[src/sv/sadpcm_pkg.sv]
// ---------------------------------------------------------------------------
// sadpcm_pkg
// shared types and constants for the stereo adpcm stream decoder
// ---------------------------------------------------------------------------
package sadpcm_pkg;

    localparam int POS_W        = 5;
    localparam int CFG_INDEX_W  = 2;
    localparam int CFG_DATA_W   = 32;
    localparam int FRAME_CNT_W  = 32;
    localparam int HIST_W       = 24;
    localparam int PRED_W       = 22;
    localparam int SAMPLE_W     = 16;
    localparam int VOL_W        = 8;

    localparam logic [POS_W-1:0] POS_LEFT_HDR   = 5'd0;
    localparam logic [POS_W-1:0] POS_RIGHT_HDR  = 5'd1;
    localparam logic [POS_W-1:0] POS_FIRST_FRAME = 5'd4;
    localparam logic [POS_W-1:0] POS_LAST       = 5'd31;

    localparam logic [FRAME_CNT_W-1:0] BLOCK_FRAMES = 32'd28;

    // predictor taps
    localparam logic signed [7:0] COEF_P1_A = 8'sd60;
    localparam logic signed [7:0] COEF_P2_A = 8'sd115;
    localparam logic signed [7:0] COEF_P2_B = 8'sd52;
    localparam logic signed [7:0] COEF_P3_A = 8'sd98;
    localparam logic signed [7:0] COEF_P3_B = 8'sd55;

    localparam logic signed [PRED_W-1:0]   PRED_MAX   = 22'sh1fffff;
    localparam logic signed [PRED_W-1:0]   PRED_MIN   = {1'b1, 21'd0};
    localparam logic signed [SAMPLE_W-1:0] SAMPLE_MAX = 16'sh7fff;
    localparam logic signed [SAMPLE_W-1:0] SAMPLE_MIN = {1'b1, 15'd0};

    typedef enum logic [3:0] {
        PRED_NONE = 4'd0,
        PRED_ONE  = 4'd1,
        PRED_TWO  = 4'd2,
        PRED_THREE = 4'd3
    } pred_sel_t;

    typedef enum logic [CFG_INDEX_W-1:0] {
        CFG_VOL_LEFT  = 2'd0,
        CFG_VOL_RIGHT = 2'd1,
        CFG_TRIGGER   = 2'd2
    } cfg_index_t;

    typedef struct packed {
        logic accept;
        logic pred_en;
        logic samp_en;
        logic mul_en;
        logic out_load;
    } sadpcm_cmd_t;

    typedef struct packed {
        logic frame_byte;
    } sadpcm_status_t;

endpackage

[src/sv/stereo_adpcm_stream_decoder_unit.sv]
// ---------------------------------------------------------------------------
// stereo_adpcm_stream_decoder_unit
// byte-serial stereo adpcm block decoder with volume and frame counting
// ---------------------------------------------------------------------------
// path: a frame byte (block positions 4 to 31) passes predict, sample, gain
//   and divide; the output load waits while the held output is not taken
// flow: header and pad bytes are taken while idle; a frame byte holds off the
//   next byte until the sequencer has walked it through the shared decode lanes
// reset: rst_n clears position, headers, histories, frame count and volumes
// ---------------------------------------------------------------------------
module stereo_adpcm_stream_decoder_unit (
    input  logic                                clk,
    input  logic                                rst_n,
    // input stream
    input  logic                                s_axis_tvalid,
    output logic                                s_axis_tready,
    input  logic [7:0]                          s_axis_tdata,   // stream_byte
    input  logic                                s_axis_tuser,   // new_stream
    // output stream
    output logic                                m_axis_tvalid,
    input  logic                                m_axis_tready,
    // left_sample [15:0], right_sample [31:16], frames_played [63:32]
    output logic [63:0]                         m_axis_tdata,
    output logic                                m_axis_tlast,   // block_end
    output logic                                m_axis_tuser,   // trigger_reached
    // configuration writes
    input  logic                                cfg_we,
    input  logic [sadpcm_pkg::CFG_INDEX_W-1:0]  cfg_index,
    input  logic [sadpcm_pkg::CFG_DATA_W-1:0]   cfg_data
);
    import sadpcm_pkg::*;

    sadpcm_cmd_t                cmd;
    sadpcm_status_t             status;
    logic signed [SAMPLE_W-1:0] left_sample;
    logic signed [SAMPLE_W-1:0] right_sample;
    logic [FRAME_CNT_W-1:0]     frames_played;

    // sequencer: one frame at a time through predict, sample, gain, divide
    sadpcm_ctrl u_ctrl (
        .clk       (clk),
        .rst_n     (rst_n),
        .in_valid  (s_axis_tvalid),
        .in_ready  (s_axis_tready),
        .out_valid (m_axis_tvalid),
        .out_ready (m_axis_tready),
        .status    (status),
        .cmd       (cmd)
    );

    // block parsing, both channel lanes and the held output request
    sadpcm_datapath u_datapath (
        .clk             (clk),
        .rst_n           (rst_n),
        .cmd             (cmd),
        .status          (status),
        .stream_byte     (s_axis_tdata),
        .new_stream      (s_axis_tuser),
        .cfg_we          (cfg_we),
        .cfg_index       (cfg_index),
        .cfg_data        (cfg_data),
        .left_sample     (left_sample),
        .right_sample    (right_sample),
        .block_end       (m_axis_tlast),
        .frames_played   (frames_played),
        .trigger_reached (m_axis_tuser)
    );

    // pack the output request, first field in the low bits
    assign m_axis_tdata = {frames_played, right_sample, left_sample};

endmodule

[src/sv/sadpcm_ctrl.sv]
// ---------------------------------------------------------------------------
// sadpcm_ctrl
// sequencer: accept, predict, sample, scale, output load
// ---------------------------------------------------------------------------
module sadpcm_ctrl (
    input  logic                       clk,
    input  logic                       rst_n,
    input  logic                       in_valid,
    output logic                       in_ready,
    output logic                       out_valid,
    input  logic                       out_ready,
    input  sadpcm_pkg::sadpcm_status_t status,
    output sadpcm_pkg::sadpcm_cmd_t    cmd
);
    import sadpcm_pkg::*;

    typedef enum logic [2:0] {
        ST_IDLE,
        ST_PRED,
        ST_SAMP,
        ST_MUL,
        ST_OUT
    } state_t;

    state_t state_reg;
    state_t state_next;
    logic   out_valid_reg;
    logic   out_valid_next;

    always_comb
    begin
        cmd        = '0;
        state_next = state_reg;
        in_ready   = 1'b0;
        case (state_reg)
            ST_IDLE:
            begin
                in_ready   = 1'b1;
                cmd.accept = in_valid;
                if (in_valid && status.frame_byte)
                begin
                    state_next = ST_PRED;
                end
            end
            ST_PRED:
            begin
                cmd.pred_en = 1'b1;
                state_next  = ST_SAMP;
            end
            ST_SAMP:
            begin
                cmd.samp_en = 1'b1;
                state_next  = ST_MUL;
            end
            ST_MUL:
            begin
                cmd.mul_en = 1'b1;
                state_next = ST_OUT;
            end
            ST_OUT:
            begin
                // wait for the output register to free up
                if (!out_valid_reg || out_ready)
                begin
                    cmd.out_load = 1'b1;
                    state_next   = ST_IDLE;
                end
            end
            default:
            begin
                state_next = ST_IDLE;
            end
        endcase

        if (cmd.out_load)
        begin
            out_valid_next = 1'b1;
        end
        else if (out_ready)
        begin
            out_valid_next = 1'b0;
        end
        else
        begin
            out_valid_next = out_valid_reg;
        end
    end

    always_ff @(posedge clk or negedge rst_n)
    begin
        if (!rst_n)
        begin
            state_reg     <= ST_IDLE;
            out_valid_reg <= 1'b0;
        end
        else
        begin
            state_reg     <= state_next;
            out_valid_reg <= out_valid_next;
        end
    end

    assign out_valid = out_valid_reg;

endmodule

[src/sv/sadpcm_datapath.sv]
// ---------------------------------------------------------------------------
// sadpcm_datapath
// block parsing, two-lane adpcm decode, volume scaling and output register
// ---------------------------------------------------------------------------
module sadpcm_datapath (
    input  logic                                    clk,
    input  logic                                    rst_n,
    input  sadpcm_pkg::sadpcm_cmd_t                 cmd,
    output sadpcm_pkg::sadpcm_status_t              status,
    input  logic [7:0]                              stream_byte,
    input  logic                                    new_stream,
    input  logic                                    cfg_we,
    input  logic [sadpcm_pkg::CFG_INDEX_W-1:0]      cfg_index,
    input  logic [sadpcm_pkg::CFG_DATA_W-1:0]       cfg_data,
    output logic signed [sadpcm_pkg::SAMPLE_W-1:0]  left_sample,
    output logic signed [sadpcm_pkg::SAMPLE_W-1:0]  right_sample,
    output logic                                    block_end,
    output logic [sadpcm_pkg::FRAME_CNT_W-1:0]      frames_played,
    output logic                                    trigger_reached
);
    import sadpcm_pkg::*;

    // configuration
    logic [VOL_W-1:0]       vol_reg [2];
    logic [FRAME_CNT_W-1:0] trigger_reg;

    // block state
    logic [POS_W-1:0]       pos_reg;
    logic [POS_W-1:0]       pos_eff;
    logic [7:0]             header_reg [2];
    logic signed [HIST_W-1:0] hist_reg [2][2];
    logic [FRAME_CNT_W-1:0] frame_cnt_reg;

    // per-item registers
    logic [7:0]             code_byte_reg;
    logic                   last_reg;
    logic signed [32:0]     pred_reg [2];
    logic signed [SAMPLE_W-1:0] samp_reg [2];
    logic signed [24:0]     prod_reg [2];

    // output register
    logic signed [SAMPLE_W-1:0] out_samp_reg [2];
    logic                   out_end_reg;
    logic [FRAME_CNT_W-1:0] out_cnt_reg;
    logic                   out_trig_reg;

    // lane logic
    logic signed [7:0]      coef_a [2];
    logic signed [7:0]      coef_b [2];
    logic signed [31:0]     tap_a [2];
    logic signed [31:0]     tap_b [2];
    logic signed [32:0]     pred_sum [2];
    logic signed [33:0]     pred_rnd [2];
    logic signed [33:0]     pred_sh [2];
    logic signed [PRED_W-1:0] pred_clip [2];
    logic [3:0]             nib [2];
    logic signed [15:0]     step_val [2];
    logic signed [15:0]     step_sh [2];
    logic signed [22:0]     s_val [2];
    logic signed [16:0]     s_out [2];
    logic signed [SAMPLE_W-1:0] s_clip [2];
    logic signed [24:0]     prod_next [2];
    logic                   neg [2];
    logic [24:0]            mag_full [2];
    logic [23:0]            mag [2];
    logic [39:0]            recip [2];
    logic [16:0]            q0 [2];
    logic [25:0]            rem [2];
    logic [16:0]            q_fix [2];
    logic [16:0]            q_sgn [2];
    logic [FRAME_CNT_W-1:0] cnt_new;
    logic                   trig_new;

    assign pos_eff           = new_stream ? POS_LEFT_HDR : pos_reg;
    assign status.frame_byte = (pos_eff >= POS_FIRST_FRAME);

    always_comb
    begin
        for (int ch = 0; ch < 2; ch++)
        begin
            // prediction taps
            case (pred_sel_t'(header_reg[ch][7:4]))
                PRED_ONE:
                begin
                    coef_a[ch] = COEF_P1_A;
                    coef_b[ch] = 8'sd0;
                end
                PRED_TWO:
                begin
                    coef_a[ch] = COEF_P2_A;
                    coef_b[ch] = COEF_P2_B;
                end
                PRED_THREE:
                begin
                    coef_a[ch] = COEF_P3_A;
                    coef_b[ch] = COEF_P3_B;
                end
                default:
                begin
                    coef_a[ch] = 8'sd0;
                    coef_b[ch] = 8'sd0;
                end
            endcase
            tap_a[ch]    = hist_reg[ch][0] * coef_a[ch];
            tap_b[ch]    = hist_reg[ch][1] * coef_b[ch];
            pred_sum[ch] = 33'(tap_a[ch]) - 33'(tap_b[ch]);

            // round, clamp to 22 bits, add scaled nibble
            pred_rnd[ch] = 34'(pred_reg[ch]) + 34'sd32;
            pred_sh[ch]  = pred_rnd[ch] >>> 6;
            if (pred_sh[ch] > 34'(PRED_MAX))
            begin
                pred_clip[ch] = PRED_MAX;
            end
            else if (pred_sh[ch] < 34'(PRED_MIN))
            begin
                pred_clip[ch] = PRED_MIN;
            end
            else
            begin
                pred_clip[ch] = pred_sh[ch][PRED_W-1:0];
            end
            nib[ch]      = (ch == 0) ? code_byte_reg[3:0] : code_byte_reg[7:4];
            step_val[ch] = {nib[ch], 12'd0};
            step_sh[ch]  = step_val[ch] >>> header_reg[ch][3:0];
            s_val[ch]    = 23'($signed({step_sh[ch], 6'd0})) + 23'(pred_clip[ch]);
            s_out[ch]    = 17'(s_val[ch] >>> 6);
            if (s_out[ch] > 17'(SAMPLE_MAX))
            begin
                s_clip[ch] = SAMPLE_MAX;
            end
            else if (s_out[ch] < 17'(SAMPLE_MIN))
            begin
                s_clip[ch] = SAMPLE_MIN;
            end
            else
            begin
                s_clip[ch] = s_out[ch][SAMPLE_W-1:0];
            end

            // volume gain
            prod_next[ch] = samp_reg[ch] * $signed({1'b0, vol_reg[ch]});

            // divide by 255 toward zero: reciprocal estimate plus one correction
            neg[ch]      = prod_reg[ch][24];
            mag_full[ch] = neg[ch] ? 25'(-prod_reg[ch]) : 25'(prod_reg[ch]);
            mag[ch]      = mag_full[ch][23:0];
            recip[ch]    = ({16'd0, mag[ch]} << 15) + ({16'd0, mag[ch]} << 7);
            q0[ch]       = recip[ch][39:23];
            rem[ch]      = 26'(mag[ch]) - (26'({q0[ch], 8'd0}) - 26'(q0[ch]));
            q_fix[ch]    = (rem[ch] >= 26'd255) ? q0[ch] + 17'd1 : q0[ch];
            q_sgn[ch]    = neg[ch] ? 17'(-q_fix[ch]) : q_fix[ch];
        end

        cnt_new  = last_reg ? frame_cnt_reg + BLOCK_FRAMES : frame_cnt_reg;
        trig_new = last_reg && (trigger_reg != '0) && (cnt_new >= trigger_reg);
    end

    // control state
    always_ff @(posedge clk or negedge rst_n)
    begin
        if (!rst_n)
        begin
            vol_reg[0]    <= '0;
            vol_reg[1]    <= '0;
            trigger_reg   <= '0;
            pos_reg       <= '0;
            header_reg[0] <= '0;
            header_reg[1] <= '0;
            frame_cnt_reg <= '0;
            for (int ch = 0; ch < 2; ch++)
            begin
                hist_reg[ch][0] <= '0;
                hist_reg[ch][1] <= '0;
            end
        end
        else
        begin
            if (cfg_we)
            begin
                case (cfg_index_t'(cfg_index))
                    CFG_VOL_LEFT:  vol_reg[0]  <= cfg_data[VOL_W-1:0];
                    CFG_VOL_RIGHT: vol_reg[1]  <= cfg_data[VOL_W-1:0];
                    CFG_TRIGGER:   trigger_reg <= cfg_data[FRAME_CNT_W-1:0];
                    default:       ;
                endcase
            end

            if (cmd.accept)
            begin
                pos_reg <= pos_eff + 5'd1;
                if (pos_eff == POS_LEFT_HDR)
                begin
                    header_reg[0] <= stream_byte;
                end
                if (pos_eff == POS_RIGHT_HDR)
                begin
                    header_reg[1] <= stream_byte;
                end
                if (new_stream)
                begin
                    frame_cnt_reg <= '0;
                    for (int ch = 0; ch < 2; ch++)
                    begin
                        hist_reg[ch][0] <= '0;
                        hist_reg[ch][1] <= '0;
                    end
                end
            end

            if (cmd.samp_en)
            begin
                for (int ch = 0; ch < 2; ch++)
                begin
                    hist_reg[ch][1] <= hist_reg[ch][0];
                    hist_reg[ch][0] <= HIST_W'(s_val[ch]);
                end
            end

            if (cmd.out_load)
            begin
                frame_cnt_reg <= cnt_new;
            end
        end
    end

    // payload registers
    always_ff @(posedge clk)
    begin
        if (cmd.accept)
        begin
            code_byte_reg <= stream_byte;
            last_reg      <= (pos_eff == POS_LAST);
        end
        for (int ch = 0; ch < 2; ch++)
        begin
            if (cmd.pred_en)
            begin
                pred_reg[ch] <= pred_sum[ch];
            end
            if (cmd.samp_en)
            begin
                samp_reg[ch] <= s_clip[ch];
            end
            if (cmd.mul_en)
            begin
                prod_reg[ch] <= prod_next[ch];
            end
            if (cmd.out_load)
            begin
                out_samp_reg[ch] <= q_sgn[ch][SAMPLE_W-1:0];
            end
        end
        if (cmd.out_load)
        begin
            out_end_reg  <= last_reg;
            out_cnt_reg  <= cnt_new;
            out_trig_reg <= trig_new;
        end
    end

    assign left_sample     = out_samp_reg[0];
    assign right_sample    = out_samp_reg[1];
    assign block_end       = out_end_reg;
    assign frames_played   = out_cnt_reg;
    assign trigger_reached = out_trig_reg;

endmodule
[config.mk]
export PLATFORM = sky130hd
export DESIGN_NAME = stereo_adpcm_stream_decoder_unit
export DESIGN_NICKNAME = d
export VERILOG_FILES = /design/src/sv/sadpcm_pkg.sv /design/src/sv/stereo_adpcm_stream_decoder_unit.sv /design/src/sv/sadpcm_ctrl.sv /design/src/sv/sadpcm_datapath.sv
export SDC_FILE = /design/constraint.sdc
export NUM_CORES = 2
export LEC_CHECK = 0
export ABC_CLOCK_PERIOD_IN_PS = 27400
export BUFFER_PORTS_ARGS = -buffer_cell sky130_fd_sc_hd__buf_2
export CELL_PAD_IN_SITES_DETAIL_PLACEMENT = 0
export CELL_PAD_IN_SITES_GLOBAL_PLACEMENT = 1
export CORE_MARGIN = 2
export CORE_UTILIZATION = 31
export CTS_CLUSTER_DIAMETER = 100
export DETAILED_ROUTE_END_ITERATION = 6
export GPL_TIMING_DRIVEN = 0
export PLACE_DENSITY = 0.58
export SLEW_MARGIN = 5
export SYNTH_ARGS = -nofsm -noshare
export SYNTH_HDL_FRONTEND = slang
export SYNTH_SLANG_ARGS = --single-unit
[constraint.sdc]
create_clock -name clk -period 27.4 [get_ports clk]
set_clock_uncertainty 0.1 [all_clocks]
set_input_delay 2.74 -clock clk [delete_from_list [all_inputs] [get_ports clk]]
set_output_delay 2.74 -clock clk [all_outputs]
set_load 0.02 [all_outputs]
# == Yosys cells after proc, flatten, opt, wreduce, memory -nomap -nowiden ==
# Memories as Yosys holds them, arrays and structs flattened.
# Cells that the tools add are included.
# totals
ramBits,180
reg_bits,244
elab_cells,146
mem_count,4
# op_classes
shift,2
n_mul,6
eq_ne,16
n_lt_le_gt_ge,12
reduce_logical,22
n_mux,46
add_sub_neg,20
# memory_table
name,words,word_bits,rd,rd_clocked_by_memory_dff,wr,line,source
u_datapath.pred_reg,2,33,2,0,2,sadpcm_datapath.sv:37,logic signed [32:0] pred_reg [2];
u_datapath.prod_reg,2,25,2,0,2,sadpcm_datapath.sv:39,logic signed [24:0] prod_reg [2];
u_datapath.out_samp_reg,2,16,2,0,2,sadpcm_datapath.sv:42,logic signed [SAMPLE_W-1:0] out_samp_reg [2];
u_datapath.samp_reg,2,16,2,0,2,sadpcm_datapath.sv:38,logic signed [SAMPLE_W-1:0] samp_reg [2];
# op_table
cell,n
$mux 96,3
$mux 16,8
$mux 32,4
$mux 22,4
$add 39x31->40,2
$add 33x7->34 const B,2
$sub 32x31->33,2
$mul 24x8->32,2
$mul 24x7->31,2
$gt 28x22->1 const B,2
$lt 28x22->1 const B,2
$ge 26x8->1 const B,2
$sub 24x26->26,2
$sub 25x17->26,2
$mul 16x9->25,2
$mux 24,2
$neg 24->24,2
$add 22x22->23,2
$pmux 7 s3,2
$gt 17x16->1 const B,2
$lt 17x16->1 const B,2
$add 16x1->16 const B,2
$add 32x5->32 const B,1
$ge 32x32->1,1
other kinds (28),67

# == Longest topological paths before layout ==
# An unclocked memory read counts as a cell.
# logic_depth
ltp_word,10
ltp_mapped,41
depth_no_buf,40

# == Cells and area by module ==
# From an unflattened synthesis, not the netlist that was laid out.
# hier_totals
hier_cells,5634
hier_area_um2,54218.2
# modules_own_cells
mod,cells_per_inst,n_inst,area_each_um2,seq_area_each_um2
sadpcm_datapath,5614,1,54004.3,11115.7
sadpcm_ctrl,20,1,214.0,100.1

# == Worst setup path after synthesis ==
# Ideal clock, no wire load.
# synth_timing
kind,register to register
startpoint,memory u_datapath.prod_reg[1][0] (netlist: u_datapath.prod_reg[0][25])
endpoint,memory u_datapath.out_samp_reg[1][12] (netlist: u_datapath.out_samp_reg[0][28]) (data pin)
setup_slack_ns,17.362
setup_time_ns,0.262
required_ns,27.038
synth_period_minus_slack_ns,10.038
arrival_ns,9.676
n_path_buf,1
stages_incl_launch_ff,42
path_cell_list,edfxtp_1 inv_1 ha_1 or4b_1 buf_6 o41ai_1 xor2_1 inv_1 ha_1 inv_1 a211o_1 a22oi_1 o2111ai_1 a2111o_1 nand2_1 a21oi_1 or3_1 a21oi_1 [6 not listed] ha_1 a21o_1 a21o_1 a221oi_1 a31oi_1 a221oi_1 mux2i_1 nand3_1 or4bb_1 nor4_1 mux2i_1 ha_1 nand2_1 nor3b_1 a311oi_1 o31ai_1 nand4b_1 xnor2_1
# synth_lines
item,line
from (decl),sadpcm_datapath.sv:39
to (decl),sadpcm_datapath.sv:42

==> metrics.txt <==
run status=finished, final reports clean; flops & latches, synth=406; Syn Inst Count=5723; global-route met3 utilization=1.44%; count of flip-flops with a built-in enable after synthesis=211; final hold viol count=0; drt total wl=149 mm; Initial Util=31.1%; final critical-path required period=12.53 ns; IO Count=116; share of final-layout standard cells stronger than drive strength 1=6.70%; leading cell type in the layout, fill and taps excluded=sky130_fd_sc_hd__inv_1; hold buffer count at CTS=0; number of sinks on the clock net=406; Worst Path Class, Setup=flop to flop; Chip Height=424 um; Synth Area per Inst=9.56 um2; wire length of the first global-routing pass=241 mm; count of cell types in the netlist=104; cell area after technology mapping=54700 um2; share of the yosys chip area belonging to registers=20.5%; Cell Count Post-Placement=8197; average vias per placed instance=4.79; unrepaired setup endpoints after global routing=no; cell repeated most along the worst path=sky130_fd_sc_hd__ha_1; Required @ worst endpoint=27.71 ns; commonest non-fill, non-tap cells in the layout=1056 x sky130_fd_sc_hd__inv_1, 708 x sky130_fd_sc_hd__fa_1, 510 x sky130_fd_sc_hd__ha_1; category of cells accounting for the largest share of critical-path delay=compound AO/OA/AOI/OAI gates; number of nets still failing antenna checks after routing=0; clock tree from TritonCTS=built; Clock Root Buffer=sky130_fd_sc_hd__clkbuf_16; Placeable Area=176000 um2; Max Cap Violations=0; DR pass1 iterations=7; overall track demand over capacity in global routing=16.9%; clock latency on the worst-skew pair=0.68 ns; worst-margin pin slew=1.14 ns; path type of the worst min-delay path=flop to flop; count of buffers from port buffering=112; Worst setup EP type=flop; Worst Path Buf+Inv=4; via count of the first global-routing pass=42.1k; Slew Limit Fails=0; TNS Setup=0 ns; antenna violations before repair=2; max FFs per register=92; clock-pin slew on the worst setup and hold paths=0.06 ns; top fanout value on the critical path=10; number of clock buffers inserted by TritonCTS=54; setup violation total in the final timing report=0; count of non-filler cells in the finished layout=8300; Warnings, synthesis=0; max_slew headroom=24.3%; aggregate global routing overflow=0; fraction of met2 tracks used by global routing=28.3%; final layout net count=7179; P&R area growth vs syn=10.3%; Routability Congestion=0.879; pin count of the biggest net entering global routing=100; global routing usage on met1=23.6%; detailed placement HPWL=126 mm; vias after detailed routing=39.7k; crit-path max cell delay=0.76 ns; Arr. time, crit path=12.85 ns; CP Launch Type=flop; area of the die=180000 um2; global routing's busiest layer=met2; fraction of the cycle the final worst path needs=45.7%; library cell contributing the largest single delay on the critical path=sky130_fd_sc_hd__xor2_1; fraction of registers with async set/reset=48.0%; Max Fclk=79.8 MHz; detailed-route wire length per cell=17.9 um; worst hold stages=0; cell count of the worst reg-to-reg path=37; primary flip-flop cell chosen by synthesis mapping=sky130_fd_sc_hd__edfxtp_1; post-CTS setup-driven buffer insertion count=0; standard-cell row count=154; DRC violations left=0; number of H-tree levels=2; count of routing violations after the opening detailed-route iteration=2151; number of gates given a new drive strength after cts=0; die boundary width=424 um; buffers from clock root to sink, at most=3; critical path depth=37
==> cells by family after synthesis <==
family	count (synthesis)	share of synthesized area [%]
other	2	0.0137
AOI/OAI and AO/OA	857	10.8
xor gates and xnor gates	332	5.44
and+or+nand+nor	1549	14.5
muxes	101	2.01
DFF	406	20.5
adders and majority gates	1254	38.2
buffers and inverters	1222	8.44
==> path summary, 6_finish.rpt <==
kind | from | endpoint | slack, ns
worst max-delay path | u_datapath.prod_reg[0][6] | u_datapath.out_samp_reg[0][15] | 14.87
worst min-delay path | u_datapath.last_reg | u_datapath.block_end | 0.38
worst max register to register | u_datapath.prod_reg[0][6] | u_datapath.out_samp_reg[0][15] | 14.87
worst min register to register | u_datapath.last_reg | u_datapath.block_end | 0.38
max in group asynchronous | rst_n | u_datapath.frame_cnt_reg[31] | 24.62
min in group asynchronous | rst_n | u_datapath.hist_reg[57] | 1.79
==> stage by stage <==
stage / cell area, um2 / hold slack [ns] / util, % / worst slack, ns
2_1_floorplan: 54700 / 0.324 / - / 17.36
6_report: 60300 / 0.379 / 34.3 / 14.87
3_5_place_dp: 58500 / 0.375 / 33.3 / 15.04
3_3_place_gp: 58200 / 0.357 / 33.1 / 15.02
5_1_grt: 60300 / 0.395 / 34.3 / 14.12
4_1_cts: 60300 / 0.390 / 34.3 / 15.02
==> layout make-up <==
| class | count | area, um2 |
|---|---|---|
| tap | 2340 | 2930 |
| sequential | 406 | 11200 |
| inverter | 1062 | 3990 |
| buffer | 160 | 636 |
| multi-input combinational | 4104 | 38900 |
| clock inverter | 32 | 360 |
| timing repair buffer | 125 | 768 |
| clock buffer | 70 | 1490 |
| fill | 18267 | 115000 |
| antenna | 1 | 2.50 |
==> cell usage after synthesis, drive strengths merged (81+ instances only) <==
library cell | count | area share [%]
a21oi | 157 | 1.4
a22o | 107 | 1.7
and2 | 252 | 2.9
and3 | 81 | 0.93
clkbuf | 145 | 0.99
dfrtp | 195 | 8.9
edfxtp | 211 | 12
fa | 708 | 26
ha | 510 | 12
inv | 1061 | 7.3
nand2 | 446 | 3.1
nand3 | 90 | 0.82
nor2 | 237 | 1.6
nor3 | 82 | 0.76
o21ai | 217 | 2.0
xnor2 | 221 | 3.6
xor2 | 109 | 1.8
==> metal layers <==
metal / share of wire (%) / up-vias
met5: 0 / -
met4: 1.9 / 0
met3: 2.8 / 158
met2: 47 / 576
met1: 48 / 19680
li1: - / 19315
Power is not shown: default switching activity piles up to over one toggle a cycle in this logic, so the estimate is an artifact.
